===== src/design/jsu_pkg.sv =====
// Package for the JSON string unescaper: escape state, request (job) type,
// queue constants and the hex and UTF-8 helper functions.
// No dependencies.
`default_nettype none

package jsu_pkg;

  // Depth of the job queue between front and back
  localparam int unsigned QDEPTH = 4;
  localparam int unsigned QAW    = $clog2(QDEPTH);
  localparam int unsigned QCW    = $clog2(QDEPTH + 1);

  // Characters used by the decoder
  localparam logic [7:0] CH_BSLASH = 8'h5C;
  localparam logic [7:0] CH_QUOTE  = 8'h22;
  localparam logic [7:0] CH_SLASH  = 8'h2F;
  localparam logic [7:0] CH_U      = 8'h75;
  localparam logic [7:0] CH_B      = 8'h62;
  localparam logic [7:0] CH_F      = 8'h66;
  localparam logic [7:0] CH_N      = 8'h6E;
  localparam logic [7:0] CH_R      = 8'h72;
  localparam logic [7:0] CH_T      = 8'h74;
  localparam logic [7:0] CH_BS     = 8'h08;
  localparam logic [7:0] CH_FF     = 8'h0C;
  localparam logic [7:0] CH_LF     = 8'h0A;
  localparam logic [7:0] CH_CR     = 8'h0D;
  localparam logic [7:0] CH_TAB    = 8'h09;

  // Escape decoder state
  typedef enum logic [1:0] {
    MODE_TEXT = 2'd0,
    MODE_ESC  = 2'd1,
    MODE_HEX  = 2'd2
  } esc_mode_t;

  // One request in the queue: up to three output bytes, first in data[0]
  typedef struct packed {
    logic [1:0]      cnt;
    logic [2:0][7:0] data;
    logic            last;
  } job_t;

  // Queue status seen by the front and the back
  typedef struct packed {
    logic full;
    logic empty;
  } q_stat_t;

  // Hex digit value, anything that is not a hex digit counts as zero
  function automatic logic [3:0] hex_value(input logic [7:0] c);
    logic [3:0] v;
    v = 4'd0;
    if (c >= 8'h30 && c <= 8'h39) v = c[3:0];
    else if ((c >= 8'h61 && c <= 8'h66) || (c >= 8'h41 && c <= 8'h46))
      v = c[3:0] + 4'd9;
    return v;
  endfunction

  // UTF-8 encoding of a 16-bit code point into one to three bytes
  function automatic job_t utf8_job(input logic [15:0] cp, input logic last);
    job_t j;
    j.last = last;
    j.data = '0;
    if (cp < 16'h0080) begin
      j.cnt     = 2'd1;
      j.data[0] = {1'b0, cp[6:0]};
    end else if (cp < 16'h0800) begin
      j.cnt     = 2'd2;
      j.data[0] = {3'b110, cp[10:6]};
      j.data[1] = {2'b10, cp[5:0]};
    end else begin
      j.cnt     = 2'd3;
      j.data[0] = {4'b1110, cp[15:12]};
      j.data[1] = {2'b10, cp[11:6]};
      j.data[2] = {2'b10, cp[5:0]};
    end
    return j;
  endfunction

endpackage

`default_nettype wire


===== src/design/json_string_unescape.sv =====
// JSON string unescaper top level: front decoder, request queue and back
// serialiser. Each accepted byte's request goes into the 4-entry queue, which
// absorbs bursts; the back loads its bytes into the output register. One input
// byte per cycle while not full, one result byte per cycle while popped.
// Reset (rst_n, synchronous) empties the queue and output, escape state to text.
`default_nettype none

module json_string_unescape import jsu_pkg::*; (
  input  wire logic       clk,
  input  wire logic       rst_n,
  input  wire logic       push,
  output logic            full,
  input  wire logic [7:0] in_byte,
  input  wire logic       in_last,
  output logic            empty,
  input  wire logic       pop,
  output logic [7:0]      out_byte,
  output logic            out_run_last,
  output logic            out_string_end
);

  q_stat_t q_stat;
  job_t    wr_job, rd_job;
  logic    q_push, q_pop;

  jsu_front u_front (
    .clk     (clk),
    .rst_n   (rst_n),
    .push    (push),
    .full    (full),
    .in_byte (in_byte),
    .in_last (in_last),
    .q_stat  (q_stat),
    .q_push  (q_push),
    .q_job   (wr_job)
  );

  jsu_queue u_queue (
    .clk    (clk),
    .rst_n  (rst_n),
    .wr_en  (q_push),
    .wr_job (wr_job),
    .rd_en  (q_pop),
    .rd_job (rd_job),
    .stat   (q_stat)
  );

  jsu_back u_back (
    .clk            (clk),
    .rst_n          (rst_n),
    .q_stat         (q_stat),
    .q_job          (rd_job),
    .q_pop          (q_pop),
    .empty          (empty),
    .pop            (pop),
    .out_byte       (out_byte),
    .out_run_last   (out_run_last),
    .out_string_end (out_string_end)
  );

endmodule

`default_nettype wire


===== src/design/jsu_front.sv =====
// Front part of the unescaper: accepts input bytes, tracks the escape state
// and turns bytes that release output into queue requests. Depends on jsu_pkg.
`default_nettype none

module jsu_front import jsu_pkg::*; (
  input  wire logic       clk,
  input  wire logic       rst_n,
  input  wire logic       push,
  output logic            full,
  input  wire logic [7:0] in_byte,
  input  wire logic       in_last,
  input  wire q_stat_t    q_stat,
  output logic            q_push,
  output job_t            q_job
);

  esc_mode_t   mode_r, mode_nxt;
  logic [1:0]  digits_r, digits_nxt;
  logic [15:0] cp_r, cp_nxt;
  logic        accept;
  logic [15:0] cp_shift;

  assign full     = q_stat.full;
  assign accept   = push && !q_stat.full;
  assign cp_shift = {cp_r[11:0], hex_value(in_byte)};

  // Next state
  always_comb begin
    mode_nxt   = mode_r;
    digits_nxt = digits_r;
    cp_nxt     = cp_r;
    if (accept) begin
      case (mode_r)
        MODE_ESC: begin
          if (in_byte == CH_U) begin
            mode_nxt   = MODE_HEX;
            digits_nxt = 2'd0;
            cp_nxt     = '0;
          end else begin
            mode_nxt = MODE_TEXT;
          end
        end
        MODE_HEX: begin
          if (digits_r == 2'd3) begin
            mode_nxt   = MODE_TEXT;
            digits_nxt = 2'd0;
            cp_nxt     = '0;
          end else begin
            digits_nxt = digits_r + 2'd1;
            cp_nxt     = cp_shift;
          end
        end
        default: begin
          mode_nxt = (in_byte == CH_BSLASH) ? MODE_ESC : MODE_TEXT;
        end
      endcase
      // end of string returns everything to rest
      if (in_last) begin
        mode_nxt   = MODE_TEXT;
        digits_nxt = 2'd0;
        cp_nxt     = '0;
      end
    end
  end

  // Request for the current byte
  always_comb begin
    q_job      = '0;
    q_job.last = in_last;
    case (mode_r)
      MODE_ESC: begin
        q_job.cnt = 2'd1;
        case (in_byte)
          CH_U:      q_job = in_last ? utf8_job(16'd0, 1'b1) : '0;
          CH_QUOTE:  q_job.data[0] = CH_QUOTE;
          CH_BSLASH: q_job.data[0] = CH_BSLASH;
          CH_SLASH:  q_job.data[0] = CH_SLASH;
          CH_B:      q_job.data[0] = CH_BS;
          CH_F:      q_job.data[0] = CH_FF;
          CH_N:      q_job.data[0] = CH_LF;
          CH_R:      q_job.data[0] = CH_CR;
          CH_T:      q_job.data[0] = CH_TAB;
          default: begin
            // unknown escape keeps the backslash
            q_job.cnt     = 2'd2;
            q_job.data[0] = CH_BSLASH;
            q_job.data[1] = in_byte;
          end
        endcase
      end
      MODE_HEX: begin
        if (digits_r == 2'd3 || in_last) q_job = utf8_job(cp_shift, in_last);
      end
      default: begin
        if (in_byte != CH_BSLASH || in_last) begin
          q_job.cnt     = 2'd1;
          q_job.data[0] = in_byte;
        end
      end
    endcase
  end

  assign q_push = accept && (q_job.cnt != 2'd0);

  // State registers
  always_ff @(posedge clk) begin
    if (!rst_n) begin
      mode_r   <= MODE_TEXT;
      digits_r <= 2'd0;
      cp_r     <= '0;
    end else begin
      mode_r   <= mode_nxt;
      digits_r <= digits_nxt;
      cp_r     <= cp_nxt;
    end
  end

endmodule

`default_nettype wire


===== src/design/jsu_queue.sv =====
// Short request queue between front and back of the unescaper.
// Depends on jsu_pkg.
`default_nettype none

module jsu_queue import jsu_pkg::*; (
  input  wire logic clk,
  input  wire logic rst_n,
  input  wire logic wr_en,
  input  wire job_t wr_job,
  input  wire logic rd_en,
  output job_t      rd_job,
  output q_stat_t   stat
);

  job_t             mem_r [QDEPTH];
  logic [QAW-1:0]   wptr_r, rptr_r;
  logic [QCW-1:0]   count_r;
  logic             do_wr, do_rd;

  assign stat.full  = (count_r == QCW'(QDEPTH));
  assign stat.empty = (count_r == '0);
  assign do_wr      = wr_en && !stat.full;
  assign do_rd      = rd_en && !stat.empty;
  assign rd_job     = mem_r[rptr_r];

  // Storage
  always_ff @(posedge clk) begin
    if (do_wr) mem_r[wptr_r] <= wr_job;
  end

  // Pointers and fill level
  always_ff @(posedge clk) begin
    if (!rst_n) begin
      wptr_r  <= '0;
      rptr_r  <= '0;
      count_r <= '0;
    end else begin
      if (do_wr) wptr_r <= wptr_r + QAW'(1);
      if (do_rd) rptr_r <= rptr_r + QAW'(1);
      if (do_wr && !do_rd) count_r <= count_r + QCW'(1);
      else if (do_rd && !do_wr) count_r <= count_r - QCW'(1);
    end
  end

endmodule

`default_nettype wire


===== src/design/jsu_back.sv =====
// Back part of the unescaper: walks the bytes of the head request and holds
// each in the output register until popped. Depends on jsu_pkg.
`default_nettype none

module jsu_back import jsu_pkg::*; (
  input  wire logic        clk,
  input  wire logic        rst_n,
  input  wire q_stat_t     q_stat,
  input  wire job_t        q_job,
  output logic             q_pop,
  output logic             empty,
  input  wire logic        pop,
  output logic [7:0]       out_byte,
  output logic             out_run_last,
  output logic             out_string_end
);

  logic       valid_r;
  logic [1:0] idx_r, idx_nxt;
  logic [7:0] byte_r;
  logic       run_last_r, string_end_r;
  logic       load, tail;

  // Output register takes a new byte when free or being drained
  assign load  = (!valid_r || pop) && !q_stat.empty;
  assign tail  = (idx_r == q_job.cnt - 2'd1);
  assign q_pop = load && tail;

  always_comb begin
    idx_nxt = idx_r;
    if (load) idx_nxt = tail ? 2'd0 : idx_r + 2'd1;
  end

  // Control
  always_ff @(posedge clk) begin
    if (!rst_n) begin
      valid_r <= 1'b0;
      idx_r   <= 2'd0;
    end else begin
      idx_r <= idx_nxt;
      if (load) valid_r <= 1'b1;
      else if (pop) valid_r <= 1'b0;
    end
  end

  // Payload
  always_ff @(posedge clk) begin
    if (load) begin
      byte_r       <= q_job.data[idx_r];
      run_last_r   <= tail;
      string_end_r <= tail && q_job.last;
    end
  end

  assign empty          = !valid_r;
  assign out_byte       = byte_r;
  assign out_run_last   = run_last_r;
  assign out_string_end = string_end_r;

endmodule

`default_nettype wire


===== config.mk =====
export PLATFORM = sky130hd
export DESIGN_NAME = json_string_unescape
export DESIGN_NICKNAME = d
export VERILOG_FILES = /design/src/design/jsu_pkg.sv /design/src/design/json_string_unescape.sv /design/src/design/jsu_front.sv /design/src/design/jsu_queue.sv /design/src/design/jsu_back.sv
export SDC_FILE = /design/constraint.sdc
export NUM_CORES = 1
export LEC_CHECK = 0
export BUFFER_PORTS_ARGS = -buffer_cell sky130_fd_sc_hd__buf_2
export CAP_MARGIN = 20
export CELL_PAD_IN_SITES_DETAIL_PLACEMENT = 1
export CELL_PAD_IN_SITES_GLOBAL_PLACEMENT = 2
export CORE_MARGIN = 2
export CORE_UTILIZATION = 44
export CTS_CLUSTER_SIZE = 25
export DETAILED_ROUTE_END_ITERATION = 7
export PLACE_DENSITY = 0.82
export SYNTH_ARGS = -nofsm -noshare
export SYNTH_HDL_FRONTEND = slang
export SYNTH_SLANG_ARGS = --single-unit

===== constraint.sdc =====
create_clock -name clk -period 4.26 [get_ports clk]
set_clock_uncertainty 0.1 [all_clocks]
set_input_delay 0.852 -clock clk [delete_from_list [all_inputs] [get_ports clk]]
set_output_delay 0.852 -clock clk [all_outputs]
set_load 0.02 [all_outputs]

; Word level (Yosys, flattened, before mapping)
; Memory sizes are Yosys's and may differ from the RTL's. A register that Yosys moved wholly into a read port is not among the register bits.
; Index checks and enable logic that the tools add are counted.
[classes]
addsub = 8
order_cmp = 9
eq_ne = 17
muxes = 45
reduce_logical = 29
[op_table]
columns = operator, count
row1 = one-hot mux 8 bit (8 select lines), 1
row2 = equality test 8 x 7 -> 1 bit (second input constant), 7
row3 = 2-to-1 mux 8 bit, 5
row4 = 2-to-1 mux 12 bit, 3
row5 = one-hot mux 16 bit (2 select lines), 1
row6 = one-hot mux 8 bit (2 select lines), 2
row7 = 2-to-1 mux 27 bit, 1
row8 = 2-to-1 mux 26 bit, 1
row9 = one-hot mux 12 bit (2 select lines), 1
row10 = 2-to-1 mux 2 bit, 10
row11 = binary-select mux 8 bit (select 2 bit), 1
row12 = equality test 8 x 6 -> 1 bit (second input constant), 2
row13 = greater-or-equal comparator 8 x 7 -> 1 bit (second input constant), 2
row14 = less-or-equal comparator 8 x 7 -> 1 bit (second input constant), 2
row15 = less-than comparator 16 x 12 -> 1 bit (second input constant), 1
row16 = less-than comparator 16 x 8 -> 1 bit (second input constant), 1
row17 = 2-to-1 mux 16 bit, 1
row18 = one-hot mux 2 bit (2 select lines), 4
row19 = 2-to-1 mux 14 bit, 1
row20 = logical AND 1 bit, 12
row21 = adder 2 x 1 -> 2 bit (second input constant), 4
row22 = greater-or-equal comparator 8 x 6 -> 1 bit (second input constant), 1
row23 = less-or-equal comparator 8 x 6 -> 1 bit (second input constant), 1
row24 = 2-to-1 mux 1 bit, 8
row25 = other kinds (22), 35
[word_totals]
register_bits = 36
ramBits = 108
n_memories = 1
[mem_list]
columns = name, words, width, rd, rd_clocked_by_memory_dff, write_ports, line_no
row1 = u_queue.mem_r, 4, 27, 1, 1, 1, jsu_queue.sv:15  ; job_t mem_r [QDEPTH];

; Longest topological paths before layout
[depth]
depth_word = 17
ltp_mapped = 15
ltp_nobuf = 14

; By module
; A second synthesis with hierarchy kept.
[unflattened]
hier_cells = 490
hier_area_um2 = 6827.8
[modules_own_cells]
columns = module, instances, cells_per_inst, area_per_inst_um2, seq_area_each_um2
row1 = jsu_queue, 1, 189, 4400.5, 3423.3
row2 = jsu_front, 1, 239, 1760.4, 320.3
row3 = jsu_back, 1, 62, 666.9, 360.3

; Worst setup path after synthesis
; Ideal clock, no wire load.
[synth_timing]
kind = in2reg
start = in in_byte[6]
end = reg u_queue.count_r[2]
setup_time_ns = 0.070
t_arrival_ns = 3.542
setup_slack_ns = 0.549
path_stages = 14
n_path_buf = 2
path_cell_list = buf_4 > nor4b_2 > nand4_1 > and4_1 > buf_6 > a41o_1 > o221a_4 > inv_4 > ha_1 > inv_1 > fa_1 > xor2_1 > or3_1 > a21oi_1
[synth_via]
elab_chain_len = 16
word_cells_on_any_way = 40
classes_between = 8 x order compare / 10 x eq/ne / 9 x mux / 13 x reduce/logical
[synth_lines]
columns = item, line_no
row1 = start: declaration, json_string_unescape.sv:13  ; input wire logic [7:0] in_byte,
row2 = greater-or-equal comparator 8 x 7 -> 1 bit or less-or-equal comparator 8 x 7 -> 1 bit (tied branches), jsu_pkg.sv:54  ; else if ((c >= 8'h61 && c <= 8'h66) || (c >= 8'h41 && c <= 8'h46))
row3 = logical AND 1 bit, jsu_pkg.sv:54
row4 = logical OR 1 bit, jsu_pkg.sv:54
row5 = 2-to-1 mux 4 bit, jsu_pkg.sv:54
row6 = 2-to-1 mux 4 bit, jsu_pkg.sv:53  ; if (c >= 8'h30 && c <= 8'h39) v = c[3:0];
row7 = less-than comparator 16 x 12 -> 1 bit, jsu_pkg.sv:67  ; end else if (cp < 16'h0800) begin
row8 = 2-to-1 mux 1 bit, jsu_pkg.sv:67
row9 = 2-to-1 mux 2 bit, jsu_pkg.sv:64  ; if (cp < 16'h0080) begin
row10 = 2-to-1 mux 27 bit, jsu_front.sv:92  ; if (digits_r == 2'd3 || in_last) q_job = utf8_job(cp_shift, in_last);
row11 = one-hot mux 2 bit (2 select lines) *, jsu_front.sv:70  ; case (mode_r)
row12 = nonzero test 2 bit *, jsu_front.sv:103  ; assign q_push = accept && (q_job.cnt != 2'd0);
row13 = logical AND 1 bit *, jsu_front.sv:103
row14 = logical AND 1 bit *, jsu_queue.sv:22  ; assign do_wr = wr_en && !stat.full;
row15 = net u_queue.do_wr, jsu_queue.sv:18  ; logic do_wr, do_rd;
row16 = zero test 1 bit, jsu_queue.sv:41  ; else if (do_rd && !do_wr) count_r <= count_r - QCW'(1);
row17 = logical AND 1 bit, jsu_queue.sv:41
row18 = nonzero test 2 bit (no line), n/a
row19 = end signal: assignment, jsu_queue.sv:40  ; if (do_wr && !do_rd) count_r <= count_r + QCW'(1);
row20 = end signal: assignment, jsu_queue.sv:41
row21 = end: declaration, jsu_queue.sv:17  ; logic [QCW-1:0] count_r;
; Mark *: on every way through the listed nets, which the timed path passes. The rest lies on a longest branch.
; A chain may end at the register's enable or synchronous reset.

; Worst setup path in the final report
[layout_timing]
start = in in_byte[0]
end = reg u_queue.count_r[2]
; The elaborated chain is that of the path after synthesis.

==> run metrics <==
status finished clean; Mapped Cells 477; Psw 1100 uW; ant diodes 0; CP max stage cell fa_1; GRT Resource Usage Total 20.1%; unrepaired setup endpoints after global routing no; Hold Path Class reg2reg; grt ovf 0; Fin Setup TNS 0 ns; Place WS 0.153 ns; drt pass-1 iters 5; clock power share 34.6%; final cycle utilization of the critical path 87.3%; Detailed Place HPWL 10300 um; DR DRC count 0; crit-path cells buf_2 > inv_1 > ha_1 > nand2b_1 > a211o_1 > and4_1 > a41o_1 > o221a_4 > inv_4 > ha_1 > inv_1 > fa_1 > xor2_1 > or3_1 > a21oi_1; Pleak 0.00253 uW; syn nets 503; Max VDD drop 0.200 mV; die width approximately 130 um; PortBufs 24; Starting Density between 40 and 50%; flop and latch count out of synthesis about 140; layout overhead on the synthesized area 13.9%; Core Region 0.0145 sq mm; cell row count 44; root buffer cell clkbuf_16; layout cells sized above 1 roughly a fifth; f_max between 0.2 and 0.3 GHz; Post-synth EDFFs between 100 and 150; nets between 500 and 600; CTS H-tree depth 4; Fin. Hold Viols 0; # hold bufs at CTS 0; Power per Cell Area 540 mW/mm^2; critical path class in2reg; area leader, netlist edfxtp_1; Finish-stage setup viols 0; worst path arrival time approximately 4.0 ns; global-route wire length before repair 24100 um; Switching Fraction 27.4%; post-CTS setup buffers 0; crit path launch type input port; share of total power in sequential cells 44.0%; CTS tree yes; largest net degree at the start of global routing 27; initial drt markers 382; Mapped Avg Cell Area between 10 and 15 sq um; DR vias/cell just under 6; fin crit period 3.72 ns; I/O pins 25; synthesized area 0.00651 sq mm; Synth area leaders edfxtp_1 (53%), mux4_2 (9.0%), dfxtp_1 (8.6%); Avg WL per Cell between 20 and 25 um; Post-CTS Resized 0; slew at the pin closest to its max-slew limit 0.788 ns; Critical Path Fanout Max 7; antenna violations before repair 0; register area share after synthesis around 61%; vias 4117; Max Cap Viol 0; clk slew on worst S/H paths 0.06 ns; max incr delay on CP 0.43 ns; Die Ht 126 um; Fillers 1428; Synth Flop Type edfxtp_1; Synth Warn # 0; crit end category register; final worst slack 0.539 ns; number of global-route vias before repair 4293; Worst R2R Setup Slack 0.97 ns; Crit path required time about 4.5 ns; clk sinks 142; clk buf depth 2; Slew headroom between 40% and 50%; Cell Int Power 2910 uW; die footprint 0.0158 sq mm; clk_lat worst skew 0.42 ns; Yosys top cell area share between 50% and 60%; fin. max-slew vios 0; gpl congestion slightly below 0.9; Comb power frac a little over a fifth; Inserted Clock Buffers 17; Post-synth ARST share 0%; total wire length 15000 um; Unique masters post-synth slightly above 70; Post-DRT Antenna Nets 0
[power by group through the flow]
stage | Clock, uW | Combinational [uW] | Sequential [uW]
2_1_floorplan | 0 | 553 | 1850
3_3_place_gp | 0 | 845 | 1780
3_5_place_dp | 0 | 869 | 1790
4_1_cts | 1410 | 876 | 1770
5_1_grt | 1460 | 947 | 1780
6_report | 1390 | 859 | 1760
[final timing paths]
check	cells after the start	startpoint	to
min	2	u_front.digits_r[1]	u_front.digits_r[1]
max reg2reg	14	u_front.mode_r[0]	u_queue.count_r[2]
max	15	in_byte[0]	u_queue.count_r[2]
min reg2reg	2	u_front.digits_r[1]	u_front.digits_r[1]
[layout make-up]
cell class	count	area [sq um]	area share (%)
tap	184	230	3.10
timing repair buffer	40	238	3.20
inverter	24	92.6	1.25
sequential	142	3990	53.7
clock inverter	13	124	1.67
clock buffer	19	433	5.83
multi-input combinational	288	2320	31.2
[critical path, delay by kind of cell]
family | cells | cell delay (ns)
AO/OA/AOI/OAI | 4 | 0.97
XOR/XNOR | 1 | 0.18
adder cells (fa/ha/maj) | 3 | 0.88
buffers and inverters | 4 | 0.42
AND/OR/NAND/NOR | 3 | 0.66
[flip-flops by register name, summed over array words and instances (netlist names), named ones only]
name                   cells
u_front.mode_r             2
u_front.cp_r              12
u_front.digits_r           2
u_back.out_string_end      1
u_queue.wptr_r             2
u_back.out_byte            8
u_queue.count_r            3
u_queue.rptr_r             2
u_queue.mem_r            104
u_back.idx_r               2
u_back.out_run_last        1
u_back.valid_r             1
[stage by stage]
step                hold WS, ns  instance area, sq um  total power [uW]  util [%]  std cells
floorplan                 0.336                  6520              2400         -        477
CTS                       0.385                  7410              4050      51.2        708
global placement          0.342                  6850              2620      47.3        676
finish                    0.375                  7420              4010      51.3        710
global route              0.405                  7420              4190      51.3        710
detailed placement        0.377                  6850              2660      47.3        676
[per-layer routing]
metal	share of wire [%]	wire, um	track usage, %
met5	0	0	0
met2	50	7450	32.3
met4	1.1	162	6.34
met1	46	6840	27.7
met3	3.5	521	4.25
[kinds of logic after synthesis]
family	Yosys count	synth area share, %
XOR/XNOR	6	0.807
buffers and inverters	47	3.26
AO/OA/AOI/OAI	91	9.22
adder cells (fa/ha/maj)	13	2.61
multiplexers	39	11.0
AND/OR/NAND/NOR	139	11.9
flip-flops	142	61.1
[cell usage in the layout, fill, tap and decap left out, types with 6 or more instances in the layout]
cell / instances
nor3_1: 9
clkbuf_16: 17
inv_1: 22
o22ai_1: 7
ha_1: 12
o21ai_0: 14
edfxtp_1: 114
mux4_2: 26
dfxtp_1: 27
nor2b_1: 6
and3_1: 6
buf_4: 15
a21oi_1: 33
nor2_1: 23
and2_1: 11
nand3_1: 14
nand2b_1: 9
mux2i_1: 11
nand2_1: 31
buf_2: 25
[cell usage after synthesis, drive strengths merged, types with 9 or more instances]
cell type and instances:
edfxtp 114, a21oi 33, nand2 32, dfxtp 28, mux4 26, inv 24
nor2 23, o21ai 17, nand3 14, and2 13, clkbuf 12, ha 12
buf 11, mux2i 11, nor3 10, nand2b 9
Note: power is estimated with default switching activity, not from simulation.
